$ cat src/hw/rtl/ready_queue_cpu_scheduler_macros.svh
// Assertion macros for the ready queue scheduler.
`ifndef READY_QUEUE_CPU_SCHEDULER_MACROS_SVH
`define READY_QUEUE_CPU_SCHEDULER_MACROS_SVH

`ifndef SYNTHESIS

// Consequent must hold in the same cycle as the antecedent.
`define RQS_ASSERT_NOW(label, clk, rst, ante, cons) \
  label: assert property (@(posedge clk) disable iff (rst) (ante) |-> (cons)) \
    else $error("rqs assertion failed");

// Consequent must hold in the cycle after the antecedent.
`define RQS_ASSERT_NEXT(label, clk, rst, ante, cons) \
  label: assert property (@(posedge clk) disable iff (rst) (ante) |=> (cons)) \
    else $error("rqs assertion failed");

`else

`define RQS_ASSERT_NOW(label, clk, rst, ante, cons)
`define RQS_ASSERT_NEXT(label, clk, rst, ante, cons)

`endif

`endif

$ cat src/hw/rtl/rqs_pkg.sv
// Types and constants of the ready queue scheduler.
package rqs_pkg;

  localparam int QUEUE_DEPTH = 16;
  localparam int IDX_W       = (QUEUE_DEPTH > 1) ? $clog2(QUEUE_DEPTH) : 1;
  localparam int CNT_W       = $clog2(QUEUE_DEPTH + 1);

  localparam int PID_W   = 16;
  localparam int BURST_W = 16;
  localparam int PRIO_W  = 8;
  localparam int STAMP_W = 32;
  localparam int WAIT_W  = 5;
  localparam int QUANT_W = 16;
  localparam int DATA_W  = 32;
  localparam int ADDR_W  = 3;

  localparam logic [ADDR_W-1:0]  ADDR_POLICY  = 3'd0;
  localparam logic [ADDR_W-1:0]  ADDR_QUANTUM = 3'd4;
  localparam logic [QUANT_W-1:0] QUANTUM_RST  = 16'd2;

  localparam logic ACT_ENQUEUE  = 1'b0;
  localparam logic ACT_DISPATCH = 1'b1;

  typedef enum logic [1:0] {
    KIND_SLICE = 2'd0,
    KIND_IDLE  = 2'd1,
    KIND_ENQ   = 2'd2,
    KIND_FULL  = 2'd3
  } kind_t;

  typedef enum logic [1:0] {
    POL_FCFS = 2'd0,
    POL_RR   = 2'd1,
    POL_SJF  = 2'd2,
    POL_PRIO = 2'd3
  } policy_t;

  typedef enum logic [2:0] {
    S_IDLE,
    S_DECODE,
    S_SCAN,
    S_LAST,
    S_SEL
  } state_t;

  typedef struct packed {
    logic [PID_W-1:0]          pid;
    logic [BURST_W-1:0]        burst;
    logic signed [PRIO_W-1:0]  prio;
    logic [STAMP_W-1:0]        stamp;
  } entry_t;

endpackage

$ cat src/hw/rtl/rqs_req_if.sv
// Request channel: enqueue and dispatch transactions.
interface rqs_req_if import rqs_pkg::*; ();
  logic                     valid;
  logic                     ready;
  logic                     action;
  logic [PID_W-1:0]         proc_id;
  logic [BURST_W-1:0]       proc_burst;
  logic signed [PRIO_W-1:0] proc_priority;

  modport source(output valid, action, proc_id, proc_burst, proc_priority, input ready);
  modport sink(input valid, action, proc_id, proc_burst, proc_priority, output ready);
endinterface

$ cat src/hw/rtl/rqs_rsp_if.sv
// Response channel: one result transaction per request.
interface rqs_rsp_if import rqs_pkg::*; ();
  logic                     valid;
  logic                     ready;
  kind_t                    kind;
  logic [PID_W-1:0]         slice_id;
  logic [BURST_W-1:0]       executed;
  logic [BURST_W-1:0]       remaining;
  logic signed [PRIO_W-1:0] slice_priority;
  logic                     finished;
  logic [WAIT_W-1:0]        waiting;

  modport source(output valid, kind, slice_id, executed, remaining, slice_priority,
                 finished, waiting, input ready);
  modport sink(input valid, kind, slice_id, executed, remaining, slice_priority,
               finished, waiting, output ready);
endinterface

$ cat src/hw/rtl/ready_queue_cpu_scheduler.sv
// Ready queue scheduler top level: entry memory, selection scan and result register.
//
//   channel  dir  transaction
//   req      in   enqueue a process, or dispatch one slice
//   rsp      out  slice, idle, enqueued or rejected, plus store occupancy
//   apb      in   policy (0x0), time_quantum (0x4)
//
// Enqueue, idle and held-process dispatch are decided in the decode state.
// Dispatch from the store scans the entry memory through its single read port,
// one entry per cycle, then picks the winner in the last and select states.
// Synchronous reset clears valid bits, counters and the held process; no clearing pass.
// A full result register stalls the block in its deciding state, nothing changes meanwhile.
`include "ready_queue_cpu_scheduler_macros.svh"

module ready_queue_cpu_scheduler import rqs_pkg::*; (
  input  logic              clk,
  input  logic              rst,
  rqs_req_if.sink           req,
  rqs_rsp_if.source         rsp,
  input  logic              psel,
  input  logic              penable,
  input  logic              pwrite,
  input  logic [ADDR_W-1:0] paddr,
  input  logic [DATA_W-1:0] pwdata,
  output logic [DATA_W-1:0] prdata,
  output logic              pready
);

  // configuration
  policy_t             policy;
  logic [QUANT_W-1:0]  quantum;
  logic [BURST_W-1:0]  q_eff;

  // control state
  state_t              state, state_next;
  logic [QUEUE_DEPTH-1:0] valid;
  logic [CNT_W-1:0]    count;
  logic [STAMP_W-1:0]  arrival;
  logic                run_active;
  logic [PID_W-1:0]    run_pid;
  logic [BURST_W-1:0]  run_burst;
  logic signed [PRIO_W-1:0] run_prio;

  // captured request
  logic                   cur_action;
  logic [PID_W-1:0]       cur_pid;
  logic [BURST_W-1:0]     cur_burst;
  logic signed [PRIO_W-1:0] cur_prio;

  // entry memory
  entry_t              mem [QUEUE_DEPTH];
  entry_t              rd_data;
  logic                rd_en;
  logic                rd_vld;
  logic [IDX_W-1:0]    rd_idx;
  logic [IDX_W-1:0]    scan_idx;
  logic                mem_we;
  logic [IDX_W-1:0]    mem_waddr;
  entry_t              mem_wdata;

  // scan result
  entry_t              best;
  logic [IDX_W-1:0]    best_idx;
  logic                have_best;
  logic                cand_better;
  logic                cand_older;
  logic                scan_start;

  // free slot
  logic [IDX_W-1:0]    free_idx;

  // result register
  logic                out_valid;
  logic                out_free;
  logic                load_out;
  kind_t               res_kind;
  logic [PID_W-1:0]    res_id;
  logic [BURST_W-1:0]  res_exec;
  logic [BURST_W-1:0]  res_rem;
  logic signed [PRIO_W-1:0] res_prio;
  logic [WAIT_W-1:0]   res_wait;

  // side effects
  logic                valid_set;
  logic                valid_clr;
  logic [IDX_W-1:0]    valid_idx;
  logic                count_inc;
  logic                count_dec;
  logic                arrival_inc;
  logic                run_load;
  logic                run_step;
  logic [BURST_W-1:0]  run_burst_next;

  logic [BURST_W-1:0]  slice_burst;
  logic [BURST_W-1:0]  slice_exec;

  // ---------------------------------------------------------------- APB
  assign pready = 1'b1;

  always_ff @(posedge clk) begin
    if (rst) begin
      policy  <= POL_FCFS;
      quantum <= QUANTUM_RST;
    end else if (psel && penable && pwrite) begin
      if (paddr == ADDR_POLICY) begin
        policy <= policy_t'(pwdata[1:0]);
      end else if (paddr == ADDR_QUANTUM) begin
        quantum <= pwdata[QUANT_W-1:0];
      end
    end
  end

  always_comb begin
    prdata = '0;
    if (paddr == ADDR_POLICY) begin
      prdata = DATA_W'(policy);
    end else if (paddr == ADDR_QUANTUM) begin
      prdata = DATA_W'(quantum);
    end
  end

  assign q_eff = (quantum == '0) ? BURST_W'(1) : quantum;

  // ---------------------------------------------------------------- handshake
  assign req.ready = (state == S_IDLE);
  assign out_free  = !out_valid || rsp.ready;

  always_ff @(posedge clk) begin
    if (req.valid && req.ready) begin
      cur_action <= req.action;
      cur_pid    <= req.proc_id;
      cur_burst  <= req.proc_burst;
      cur_prio   <= req.proc_priority;
    end
  end

  // ---------------------------------------------------------------- free slot
  always_comb begin
    free_idx = '0;
    for (int i = QUEUE_DEPTH - 1; i >= 0; i--) begin
      if (!valid[i]) begin
        free_idx = IDX_W'(i);
      end
    end
  end

  // ---------------------------------------------------------------- memory
  assign rd_en = (state == S_SCAN);

  always_ff @(posedge clk) begin
    if (mem_we) begin
      mem[mem_waddr] <= mem_wdata;
    end
    if (rd_en) begin
      rd_data <= mem[scan_idx];
    end
  end

  always_ff @(posedge clk) begin
    if (rst) begin
      rd_vld <= 1'b0;
    end else begin
      rd_vld <= rd_en;
    end
  end

  always_ff @(posedge clk) begin
    rd_idx <= scan_idx;
    if (scan_start) begin
      scan_idx <= '0;
    end else if (rd_en) begin
      scan_idx <= scan_idx + 1'b1;
    end
  end

  // ---------------------------------------------------------------- selection
  assign cand_older = rd_data.stamp < best.stamp;

  always_comb begin
    unique case (policy)
      POL_SJF: begin
        cand_better = (rd_data.burst < best.burst) ||
                      ((rd_data.burst == best.burst) && cand_older);
      end
      POL_PRIO: begin
        cand_better = (rd_data.prio < best.prio) ||
                      ((rd_data.prio == best.prio) && cand_older);
      end
      POL_FCFS, POL_RR: begin
        cand_better = cand_older;
      end
      default: begin
        cand_better = cand_older;
      end
    endcase
  end

  always_ff @(posedge clk) begin
    if (rst) begin
      have_best <= 1'b0;
    end else if (scan_start) begin
      have_best <= 1'b0;
    end else if (rd_vld && valid[rd_idx] && (!have_best || cand_better)) begin
      have_best <= 1'b1;
    end
  end

  always_ff @(posedge clk) begin
    if (rd_vld && valid[rd_idx] && (!have_best || cand_better)) begin
      best     <= rd_data;
      best_idx <= rd_idx;
    end
  end

  // ---------------------------------------------------------------- sequencer
  always_ff @(posedge clk) begin
    if (rst) begin
      state <= S_IDLE;
    end else begin
      state <= state_next;
    end
  end

  always_comb begin
    slice_burst = (state == S_SEL) ? best.burst : run_burst;
    slice_exec  = (slice_burst > q_eff) ? q_eff : slice_burst;
    if ((state == S_SEL) && (policy == POL_FCFS)) begin
      slice_exec = slice_burst;
    end
  end

  always_comb begin
    state_next     = state;
    load_out       = 1'b0;
    res_kind       = KIND_SLICE;
    res_id         = '0;
    res_exec       = '0;
    res_rem        = '0;
    res_prio       = '0;
    res_wait       = WAIT_W'(count);
    mem_we         = 1'b0;
    mem_waddr      = free_idx;
    mem_wdata      = '{pid: cur_pid, burst: cur_burst, prio: cur_prio, stamp: arrival};
    valid_set      = 1'b0;
    valid_clr      = 1'b0;
    valid_idx      = free_idx;
    count_inc      = 1'b0;
    count_dec      = 1'b0;
    arrival_inc    = 1'b0;
    run_load       = 1'b0;
    run_step       = 1'b0;
    run_burst_next = slice_burst - slice_exec;
    scan_start     = 1'b0;

    unique case (state)
      S_IDLE: begin
        if (req.valid) begin
          state_next = S_DECODE;
        end
      end

      S_DECODE: begin
        if (cur_action == ACT_ENQUEUE) begin
          if (out_free) begin
            load_out   = 1'b1;
            state_next = S_IDLE;
            if (count >= CNT_W'(QUEUE_DEPTH)) begin
              res_kind = KIND_FULL;
            end else begin
              res_kind    = KIND_ENQ;
              res_wait    = WAIT_W'(count + 1'b1);
              mem_we      = 1'b1;
              valid_set   = 1'b1;
              count_inc   = 1'b1;
              arrival_inc = 1'b1;
            end
          end
        end else if (run_active) begin
          if (out_free) begin
            load_out   = 1'b1;
            state_next = S_IDLE;
            res_id     = run_pid;
            res_exec   = slice_exec;
            res_rem    = run_burst_next;
            res_prio   = run_prio;
            run_step   = 1'b1;
          end
        end else if (count == '0) begin
          if (out_free) begin
            load_out   = 1'b1;
            state_next = S_IDLE;
            res_kind   = KIND_IDLE;
          end
        end else begin
          scan_start = 1'b1;
          state_next = S_SCAN;
        end
      end

      S_SCAN: begin
        if (scan_idx == IDX_W'(QUEUE_DEPTH - 1)) begin
          state_next = S_LAST;
        end
      end

      S_LAST: begin
        state_next = S_SEL;
      end

      S_SEL: begin
        if (out_free) begin
          load_out   = 1'b1;
          state_next = S_IDLE;
          res_id     = best.pid;
          res_exec   = slice_exec;
          res_rem    = run_burst_next;
          res_prio   = best.prio;
          if ((policy == POL_RR) && (run_burst_next != '0)) begin
            mem_we      = 1'b1;
            mem_waddr   = best_idx;
            mem_wdata   = '{pid: best.pid, burst: run_burst_next, prio: best.prio,
                            stamp: arrival};
            arrival_inc = 1'b1;
          end else begin
            valid_clr = 1'b1;
            valid_idx = best_idx;
            count_dec = 1'b1;
            res_wait  = WAIT_W'(count - 1'b1);
            run_load  = (run_burst_next != '0);
          end
        end
      end

      default: begin
        state_next = S_IDLE;
      end
    endcase
  end

  // ---------------------------------------------------------------- bookkeeping
  always_ff @(posedge clk) begin
    if (rst) begin
      valid   <= '0;
      count   <= '0;
      arrival <= '0;
    end else begin
      if (valid_set) begin
        valid[valid_idx] <= 1'b1;
      end else if (valid_clr) begin
        valid[valid_idx] <= 1'b0;
      end
      if (count_inc) begin
        count <= count + 1'b1;
      end else if (count_dec) begin
        count <= count - 1'b1;
      end
      if (arrival_inc) begin
        arrival <= arrival + 1'b1;
      end
    end
  end

  always_ff @(posedge clk) begin
    if (rst) begin
      run_active <= 1'b0;
      run_pid    <= '0;
      run_burst  <= '0;
      run_prio   <= '0;
    end else if (run_load) begin
      run_active <= 1'b1;
      run_pid    <= best.pid;
      run_burst  <= run_burst_next;
      run_prio   <= best.prio;
    end else if (run_step) begin
      run_burst <= run_burst_next;
      if (run_burst_next == '0) begin
        run_active <= 1'b0;
      end
    end
  end

  // ---------------------------------------------------------------- result register
  always_ff @(posedge clk) begin
    if (rst) begin
      out_valid <= 1'b0;
    end else if (load_out) begin
      out_valid <= 1'b1;
    end else if (rsp.ready) begin
      out_valid <= 1'b0;
    end
  end

  always_ff @(posedge clk) begin
    if (load_out) begin
      rsp.kind           <= res_kind;
      rsp.slice_id       <= res_id;
      rsp.executed       <= res_exec;
      rsp.remaining      <= res_rem;
      rsp.slice_priority <= res_prio;
      rsp.finished       <= (res_kind == KIND_SLICE) && (res_rem == '0);
      rsp.waiting        <= res_wait;
    end
  end

  assign rsp.valid = out_valid;

  // ---------------------------------------------------------------- checks
  `RQS_ASSERT_NOW(a_count_matches_valid, clk, rst, 1'b1, count == $countones(valid))
  `RQS_ASSERT_NOW(a_held_has_burst, clk, rst, run_active, run_burst != '0)
  `RQS_ASSERT_NEXT(a_accept_leaves_idle, clk, rst, req.valid && req.ready, state != S_IDLE)
  `RQS_ASSERT_NOW(a_select_found, clk, rst, state == S_SEL, have_best)

endmodule

$ cat src/flat_wrapper.sv
// flat-port wrapper written by rule: the top's interface ports become plain ports
module ready_queue_cpu_scheduler_flat import rqs_pkg::*;
  (clk, rst, psel, penable, pwrite, paddr, pwdata, prdata, pready, req_valid, req_action, req_proc_id, req_proc_burst, req_proc_priority, req_ready, rsp_valid, rsp_kind, rsp_slice_id, rsp_executed, rsp_remaining, rsp_slice_priority, rsp_finished, rsp_waiting, rsp_ready);
  rqs_req_if req_i ();
  rqs_rsp_if rsp_i ();
  input  logic clk;
  input  logic rst;
  input  logic psel;
  input  logic penable;
  input  logic pwrite;
  input  logic [ADDR_W-1:0] paddr;
  input  logic [DATA_W-1:0] pwdata;
  output logic [DATA_W-1:0] prdata;
  output logic pready;
  input wire logic [$bits(req_i.valid)-1:0] req_valid;
  input wire logic [$bits(req_i.action)-1:0] req_action;
  input wire logic [$bits(req_i.proc_id)-1:0] req_proc_id;
  input wire logic [$bits(req_i.proc_burst)-1:0] req_proc_burst;
  input wire logic [$bits(req_i.proc_priority)-1:0] req_proc_priority;
  output wire logic [$bits(req_i.ready)-1:0] req_ready;
  output wire logic [$bits(rsp_i.valid)-1:0] rsp_valid;
  output wire logic [$bits(rsp_i.kind)-1:0] rsp_kind;
  output wire logic [$bits(rsp_i.slice_id)-1:0] rsp_slice_id;
  output wire logic [$bits(rsp_i.executed)-1:0] rsp_executed;
  output wire logic [$bits(rsp_i.remaining)-1:0] rsp_remaining;
  output wire logic [$bits(rsp_i.slice_priority)-1:0] rsp_slice_priority;
  output wire logic [$bits(rsp_i.finished)-1:0] rsp_finished;
  output wire logic [$bits(rsp_i.waiting)-1:0] rsp_waiting;
  input wire logic [$bits(rsp_i.ready)-1:0] rsp_ready;
  assign req_i.valid = req_valid;
  assign req_i.action = req_action;
  assign req_i.proc_id = req_proc_id;
  assign req_i.proc_burst = req_proc_burst;
  assign req_i.proc_priority = req_proc_priority;
  assign req_ready = req_i.ready;
  assign rsp_valid = rsp_i.valid;
  assign rsp_kind = rsp_i.kind;
  assign rsp_slice_id = rsp_i.slice_id;
  assign rsp_executed = rsp_i.executed;
  assign rsp_remaining = rsp_i.remaining;
  assign rsp_slice_priority = rsp_i.slice_priority;
  assign rsp_finished = rsp_i.finished;
  assign rsp_waiting = rsp_i.waiting;
  assign rsp_i.ready = rsp_ready;
  ready_queue_cpu_scheduler u_core (.clk(clk), .rst(rst), .req(req_i), .rsp(rsp_i), .psel(psel), .penable(penable), .pwrite(pwrite), .paddr(paddr), .pwdata(pwdata), .prdata(prdata), .pready(pready));
endmodule
$ cat config.mk
export PLATFORM = sky130hd
export DESIGN_NAME = ready_queue_cpu_scheduler_flat
export DESIGN_NICKNAME = d
export VERILOG_FILES = /design/src/hw/rtl/rqs_pkg.sv /design/src/hw/rtl/rqs_req_if.sv /design/src/hw/rtl/rqs_rsp_if.sv /design/src/hw/rtl/ready_queue_cpu_scheduler.sv /design/src/flat_wrapper.sv
export VERILOG_INCLUDE_DIRS = /design/src /design/src/hw/rtl
export SDC_FILE = /design/constraint.sdc
export NUM_CORES = 2
export LEC_CHECK = 0
export BUFFER_PORTS_ARGS = -buffer_cell sky130_fd_sc_hd__buf_4
export CAP_MARGIN = 15
export CORE_MARGIN = 4
export CORE_UTILIZATION = 50
export DETAILED_ROUTE_END_ITERATION = 16
export PLACE_DENSITY = 0.63
export SLEW_MARGIN = 20
export SYNTH_ARGS = -nofsm -noshare
export SYNTH_HDL_FRONTEND = slang
export SYNTH_SLANG_ARGS = --single-unit
$ cat constraint.sdc
create_clock -name clk -period 13 [get_ports clk]
set_input_delay 2.6 -clock clk [delete_from_list [all_inputs] [get_ports clk]]
set_output_delay 2.6 -clock clk [all_outputs]
set_load 0.005 [all_outputs]
-- Word-level counts from Yosys, hierarchy flattened
Memory sizes are Yosys's and may differ from the RTL's. A register that Yosys moved wholly into a read port is not among the register bits.
Index checks and enable logic that the tools add are counted.
- bitwise gates (word level): 4
- multiplexer cells: 112
- $mul: 0
- order comparisons: 8
- add/sub/neg operators: 5
- reduce and logical (&&, ||, !) cells: 36
- shifts and indexed selects: 0
- divide/modulo/power cells: 0
- equal/unequal tests: 13
- operator list (cell ; count):
    16-bit 2-to-1 mux ; 19
    72-bit 2-to-1 mux ; 3
    16-bit one-hot mux with 2 select lines ; 3
    4-bit 2-to-1 mux ; 22
    16-bit zero test ; 3
    5-bit 2-to-1 mux ; 7
    1-bit 2-to-1 mux ; 34
    32-bit by 1-bit adder with 32-bit output (second input constant) ; 1
    32-bit less-than comparator ; 1
    32-bit 2-to-1 mux ; 1
    8-bit 2-to-1 mux ; 4
    3-bit 2-to-1 mux ; 6
    16-bit AND ; 1
    16-bit equality test ; 1
    16-bit greater-than comparator ; 1
    16-bit less-than comparator ; 1
    16-bit inverter ; 1
    16-bit bitwise OR ; 1
    8-bit one-hot mux with 2 select lines ; 1
    16-bit nonzero test ; 1
    16-bit subtractor ; 1
    3-bit one-hot mux with 5 select lines ; 1
    1-bit logical AND ; 11
    4-bit by 5-bit less-than comparator with 1-bit output (second input constant) ; 2
    30 further kinds ; 51
- bits in read-only memories: 0
- bits in latches: 0
- flip-flop bits (word level): 307
- memories kept: 1
- bits in writable memories: 1152
- output and inout port bits: 99
- bits of input ports: 83
- memories (memory ; words ; bits a word ; read ports ; clocked after Yosys merged registers in ; write ports ; line ; text):
    u_core.mem ; 16 ; 72 ; 1 ; 1 ; 1 ; ready_queue_cpu_scheduler.sv:51 ; entry_t mem [QUEUE_DEPTH];

-- Depth between registers and ports, before layout
- depth in word-level cells: 27
- depth in mapped cells: 27

-- Worst setup path before layout
No wires, ideal clock.
- path kind: register to register
- start: register u_core.state[0]
- end: memory u_core.mem[15][0] (netlist bit), enable pin
- setup slack: 1.494 ns
- period minus slack after synthesis: 11.506 ns
- cell stages (with the launch flop): 26
- arrival: 10.894 ns
- required time: 12.388 ns
- buffers on the path: 5
- path through: dfxtp_1 clkbuf_1 nor3b_2 clkbuf_1 buf_1 mux2_2 ha_1 nand4_1 nor4_1 a21boi_1 o31a_1 mux2i_1 ha_1 inv_1 fa_1 a211oi_2 o21ai_1 a22o_1 o21a_1 o2111ai_1 nor4_4 nand2_1 nand3_1 buf_2 buf_1 o32ai_1
- longest elaborated chain between the ends: 13
- elaborated cells between the ends (all ways): 18
- those cells by class: add/sub: 1; order compare: 1; eq/ne: 2; mux: 11; reduce/logical: 3
- RTL lines (what ; line ; text):
    start: declaration ; ready_queue_cpu_scheduler.sv:35 ; state_t state, state_next;
    start signal: assignment ; ready_queue_cpu_scheduler.sv:220 ; state <= state_next;
    3-bit equality test ; ready_queue_cpu_scheduler.sv:225, ready_queue_cpu_scheduler.sv:227, ready_queue_cpu_scheduler.sv:255 ;
    16-bit 2-to-1 mux ; ready_queue_cpu_scheduler.sv:225 ; slice_burst = (state == S_SEL) ? best.burst : run_burst;
    16-bit greater-than comparator ; ready_queue_cpu_scheduler.sv:226 ; slice_exec = (slice_burst > q_eff) ? q_eff : slice_burst;
    16-bit 2-to-1 mux ; ready_queue_cpu_scheduler.sv:226 ;
    16-bit 2-to-1 mux ; ready_queue_cpu_scheduler.sv:227 ; if ((state == S_SEL) && (policy == POL_FCFS)) begin
    16-bit subtractor ; ready_queue_cpu_scheduler.sv:252 ; run_burst_next = slice_burst - slice_exec;
    16-bit nonzero test ; ready_queue_cpu_scheduler.sv:318 ; if ((policy == POL_RR) && (run_burst_next != '0)) begin
    1-bit logical AND ; ready_queue_cpu_scheduler.sv:318 ;
    1-bit 2-to-1 mux ; ready_queue_cpu_scheduler.sv:318 ;
    1-bit 2-to-1 mux ; ready_queue_cpu_scheduler.sv:311 ; if (out_free) begin
    1-bit one-hot mux with 2 select lines ; ready_queue_cpu_scheduler.sv:255 ; unique case (state)
    1-bit 2-to-1 mux ; ready_queue_cpu_scheduler.sv:151 ; if (mem_we) begin
    1-bit 2-to-1 mux (not written as such) ; ready_queue_cpu_scheduler.sv:152 ; mem[mem_waddr] <= mem_wdata;
    end: declaration ; ready_queue_cpu_scheduler.sv:51 ;
Parallel ways exist; a longest one is shown, timed or not.

-- Worst setup path in the final report
- start: register u_core.state[2]
- end: memory u_core.mem[6][10] (netlist bit), enable pin
Same word-level chain as after synthesis.

==> metrics.txt <==
# TYPE chip_impl_metric gauge
chip_impl_metric{name="final_max_slew_viol_count",unit=""} 0
chip_impl_metric{name="clk_pin_slew_worst_paths",unit="ns"} 0.06
chip_impl_metric{name="fillCellCount",unit=""} 8855
chip_impl_metric{name="nets",unit=""} 3603
chip_impl_metric{name="die_area",unit="um2"} 127000
chip_impl_info{name="r2r-start",value="u_core.state[2]"} 1
chip_impl_metric{name="numPortBuffers",unit=""} 148
chip_impl_info{name="min-delay-start",value="u_core.rd_data[71]"} 1
chip_impl_metric{name="ys_types",unit=""} 76
chip_impl_metric{name="place_congestion",unit=""} 0.867
chip_impl_metric{name="combined_area_of_the_multi_input_logic_cells",unit="um2"} 15300
chip_impl_metric{name="cts_buffers",unit=""} 152
chip_impl_metric{name="clk_latency",unit="ns"} 0.77
chip_impl_metric{name="synth.avg_cell_area",unit="um2"} 19.0
chip_impl_metric{name="initialDrtViolationCount",unit=""} 2761
chip_impl_metric{name="total_leakage_power",unit="uW"} 0.0227
chip_impl_metric{name="final_clock_period_utilization_by_the_worst_path",unit=""} 0.748
chip_impl_metric{name="detailedRoute.firstPassIterationCount",unit=""} 5
chip_impl_info{name="synth_area_leader_cell",value="sky130_fd_sc_hd__edfxtp_1"} 1
chip_impl_metric{name="drc",unit=""} 0
chip_impl_metric{name="post_cts_hold_buffer_count",unit=""} 0
chip_impl_info{name="result_of_the_run",value="complete, no violations"} 1
chip_impl_metric{name="hpwl",unit="um"} 74900
chip_impl_metric{name="clkSinkCount",unit=""} 1531
chip_impl_metric{name="ir_worst_vdd",unit="V"} 0.000130
chip_impl_metric{name="detail-route-antenna-nets",unit=""} 0
chip_impl_metric{name="grtUsageTotal",unit=""} 0.218
chip_impl_metric{name="edff_count_synth",unit=""} 1405
chip_impl_metric{name="yosysSeqAreaShare",unit=""} 0.737
chip_impl_metric{name="core-area",unit="um2"} 120000
chip_impl_metric{name="std_cell_rows",unit=""} 127
chip_impl_metric{name="max_clock_freq",unit="GHz"} 0.103
chip_impl_metric{name="synth_cells",unit=""} 3194
chip_impl_info{name="worst_hold_path_type",value="flip-flop to flip-flop"} 1
chip_impl_info{name="rsz0062_at_grt",value="false"} 1
chip_impl_metric{name="worst_clock_skew",unit="ns"} 0.0208
chip_impl_metric{name="post_drt_via_cell_ratio",unit=""} 5.93
chip_impl_metric{name="clk_path_buf_depth",unit=""} 3
chip_impl_metric{name="cp.required",unit="ns"} 13.38
chip_impl_metric{name="start_util",unit=""} 0.504
chip_impl_metric{name="post-synth-top-area-fraction",unit=""} 0.695
chip_impl_metric{name="finalWorstPathRequiredPeriod",unit="ns"} 9.72
chip_impl_info{name="synth.area.top_cells",value="sky130_fd_sc_hd__edfxtp_1 70%, sky130_fd_sc_hd__mux4_2 14%, sky130_fd_sc_hd__dfxtp_1 4.2%"} 1
chip_impl_metric{name="floorplan.die.height",unit="um"} 356
chip_impl_metric{name="post_drt_wl_per_cell",unit="um"} 26.6
chip_impl_metric{name="total_power",unit="uW"} 11100
chip_impl_metric{name="hold_violations",unit=""} 0
chip_impl_info{name="clock-root-buffer",value="sky130_fd_sc_hd__clkbuf_16"} 1
chip_impl_metric{name="crit_arrival",unit="ns"} 10.10
chip_impl_info{name="critical_path_class",value="flip-flop to flip-flop"} 1
chip_impl_metric{name="floorplan.io_pins",unit=""} 182
chip_impl_metric{name="postRouteWirelength",unit="um"} 137000
chip_impl_metric{name="post_cts_setup_repair_bufs",unit=""} 0
chip_impl_metric{name="via_count",unit=""} 30700
chip_impl_metric{name="synth.yosys.warnings",unit=""} 0
chip_impl_metric{name="seqCellArea",unit="um2"} 44700
chip_impl_metric{name="fraction_of_registers_with_async_set_or_reset_after_synthesis",unit=""} 0
chip_impl_metric{name="floorplan.die.width",unit="um"} 356
chip_impl_metric{name="synth_area",unit="um2"} 60700
chip_impl_info{name="cts_tree",value="yes"} 1
chip_impl_metric{name="area.growth.synth_to_final",unit="%"} 13.9
chip_impl_metric{name="grt_antenna_before_repair",unit=""} 1
chip_impl_metric{name="timing_worst_slew_pin_value",unit="ns"} 1.14
chip_impl_metric{name="fin_tns_setup",unit="ns"} 0
chip_impl_info{name="setup.worst_path.start_class",value="flip-flop"} 1
chip_impl_info{name="synthTopCellsByCount",value="1405 x sky130_fd_sc_hd__edfxtp_1, 365 x sky130_fd_sc_hd__mux4_2, 197 x sky130_fd_sc_hd__nand2_1, 126 x sky130_fd_sc_hd__dfxtp_1, 126 x sky130_fd_sc_hd__nor2_1"} 1
chip_impl_metric{name="gr-total-overflow",unit=""} 0
chip_impl_metric{name="synth-seq-cells",unit=""} 1531
chip_impl_info{name="postSynth.topFlopCell",value="sky130_fd_sc_hd__edfxtp_1"} 1
chip_impl_metric{name="cts-htree-levels",unit=""} 4
chip_impl_metric{name="vias_in_the_first_global_route",unit=""} 31800
chip_impl_metric{name="powerDensity",unit="nW/um2"} 161
chip_impl_info{name="yosysMostFrequentCell",value="sky130_fd_sc_hd__edfxtp_1"} 1
chip_impl_metric{name="cp_max_fo",unit=""} 41
chip_impl_metric{name="drv_cap",unit=""} 0
chip_impl_metric{name="grt_first_pass_wirelength",unit="um"} 204000
chip_impl_metric{name="post_route_cells_drive_above_1_share",unit=""} 0.249
chip_impl_info{name="critical_path.endpoint_type",value="flip-flop"} 1
chip_impl_metric{name="grt_max_degree",unit=""} 89
chip_impl_metric{name="post_cts.resized_instances",unit=""} 0
chip_impl_info{name="crit_start",value="u_core.state[2]"} 1
chip_impl_metric{name="setup_viol_count_final",unit=""} 0
chip_impl_metric{name="worst_slew_margin",unit=""} 0.243
## per-stage QoR
stage	hold slack (ns)	setup slack, ns	instance area (um2)	std cells	utilization
2_1_floorplan	0.347	1.49	60700	3209	-
3_3_place_gp	0.405	3.41	64100	4881	0.533
3_5_place_dp	0.405	3.21	64100	4881	0.533
4_1_cts	0.424	3.22	69100	5161	0.574
5_1_grt	0.426	2.68	69100	5166	0.575
6_report	0.424	3.28	69100	5168	0.575
## worst paths after layout
check / endpoint / slack [ns] / depth (start not counted)
min: u_core.best[71] / 0.42 / 0
max reg2reg: u_core.mem[6][10] / 3.28 / 25
max: u_core.mem[6][10] / 3.28 / 25
min reg2reg: u_core.best[71] / 0.42 / 0
## power breakdown
group          internal (uW)  switching, uW  total [uW]
clock network           2540           1790        4330
logic                    735            601        1340
registers               5410           54.3        5470
## logic make-up (layout without fill, tap and decap cells)
logic type,Yosys count,count (layout),synth area share
AO/OA/AOI/OAI,326,326,0.0341
XOR/XNOR,33,33,0.00476
adder cells (fa/ha/maj),92,92,0.0191
buffers and inverters,258,603,0.0176
flip-flops,1531,1531,0.737
multiplexers,427,427,0.146
other,2,19,0.000124
AND/OR/NAND/NOR,525,525,0.0411
## metal layers
layer  part of all wire  GRT usage
met5                  0          0
met3              0.062     0.0364
met2               0.50      0.359
met1               0.42      0.303
met4              0.027     0.0678
## worst max-delay path, stage by stage, from the launching register on
cell	delay [ns]
sky130_fd_sc_hd__dfxtp_1	0.42
sky130_fd_sc_hd__nor3b_2	0.33
sky130_fd_sc_hd__buf_4	0.34
sky130_fd_sc_hd__mux2_2	0.42
sky130_fd_sc_hd__ha_1	0.33
sky130_fd_sc_hd__nand4_1	0.20
sky130_fd_sc_hd__nor4_1	0.45
sky130_fd_sc_hd__a21boi_1	0.22
sky130_fd_sc_hd__o31a_1	0.85
sky130_fd_sc_hd__mux2i_1	0.34
sky130_fd_sc_hd__ha_1	0.20
sky130_fd_sc_hd__inv_1	0.06
sky130_fd_sc_hd__fa_1	0.46
sky130_fd_sc_hd__a211oi_2	0.30
sky130_fd_sc_hd__o21ai_1	0.20
sky130_fd_sc_hd__a22o_1	0.29
sky130_fd_sc_hd__nand4_1	0.11
sky130_fd_sc_hd__o211ai_1	0.26
sky130_fd_sc_hd__o21a_1	0.36
sky130_fd_sc_hd__nand2_1	0.20
sky130_fd_sc_hd__nand3_4	0.37
sky130_fd_sc_hd__buf_4	0.52
sky130_fd_sc_hd__or3_1	0.48
sky130_fd_sc_hd__a21oi_4	0.15
sky130_fd_sc_hd__buf_4	0.60
sky130_fd_sc_hd__buf_4	0.81
## registers in the layout (all words and copies together), names as in the netlist, 4 cells and up, named ones only
register	cells
u_core.arrival	32
u_core.best	72
u_core.best_idx	4
u_core.count	5
u_core.cur_burst	16
u_core.cur_pid	16
u_core.cur_prio	8
u_core.mem	1152
u_core.quantum	16
u_core.rd_data	72
u_core.rd_idx	4
u_core.rsp.executed	16
u_core.rsp.remaining	16
u_core.rsp.slice_id	16
u_core.rsp.slice_priority	8
u_core.rsp.waiting	5
u_core.run_burst	16
u_core.run_pid	16
u_core.run_prio	8
u_core.scan_idx	4
## layout make-up
class	instances	area share
repair buffers	229	0.0257
inverters	94	0.00510
diodes	2	0.0000724
clock buffers	207	0.0623
flip-flops and latches	1531	0.647
multi-input cells	1420	0.221
clock inverters	73	0.00975
well taps	1612	0.0292
## placed cells by master, fill, tap and decap left out, types with 10 or more instances in the layout
master and count:
sky130_fd_sc_hd__o211ai_1 10, sky130_fd_sc_hd__mux4_2 365, sky130_fd_sc_hd__a21o_1 13, sky130_fd_sc_hd__nor3_1 20
sky130_fd_sc_hd__buf_4 223, sky130_fd_sc_hd__nand4_1 27, sky130_fd_sc_hd__o21ai_1 11, sky130_fd_sc_hd__conb_1 17
sky130_fd_sc_hd__nor2_1 122, sky130_fd_sc_hd__nand2_1 197, sky130_fd_sc_hd__clkinv_1 27, sky130_fd_sc_hd__dfxtp_1 122
sky130_fd_sc_hd__nor2b_1 22, sky130_fd_sc_hd__clkbuf_1 32, sky130_fd_sc_hd__xnor2_1 12, sky130_fd_sc_hd__bufinv_16 11
sky130_fd_sc_hd__clkinv_2 22, sky130_fd_sc_hd__inv_1 94, sky130_fd_sc_hd__clkbuf_8 17, sky130_fd_sc_hd__a22o_1 18
sky130_fd_sc_hd__ha_1 91, sky130_fd_sc_hd__nand2b_1 28, sky130_fd_sc_hd__and2_1 23, sky130_fd_sc_hd__mux2i_1 41
sky130_fd_sc_hd__o21ai_0 79, sky130_fd_sc_hd__clkbuf_16 158, sky130_fd_sc_hd__a211oi_1 14, sky130_fd_sc_hd__o2111ai_1 11
sky130_fd_sc_hd__xor2_1 21, sky130_fd_sc_hd__edfxtp_1 1405, sky130_fd_sc_hd__a21oi_1 101, sky130_fd_sc_hd__mux2_2 17
sky130_fd_sc_hd__nand3_1 19, sky130_fd_sc_hd__or3_1 19
No activity file was read; power rests on OpenSTA's default activity.
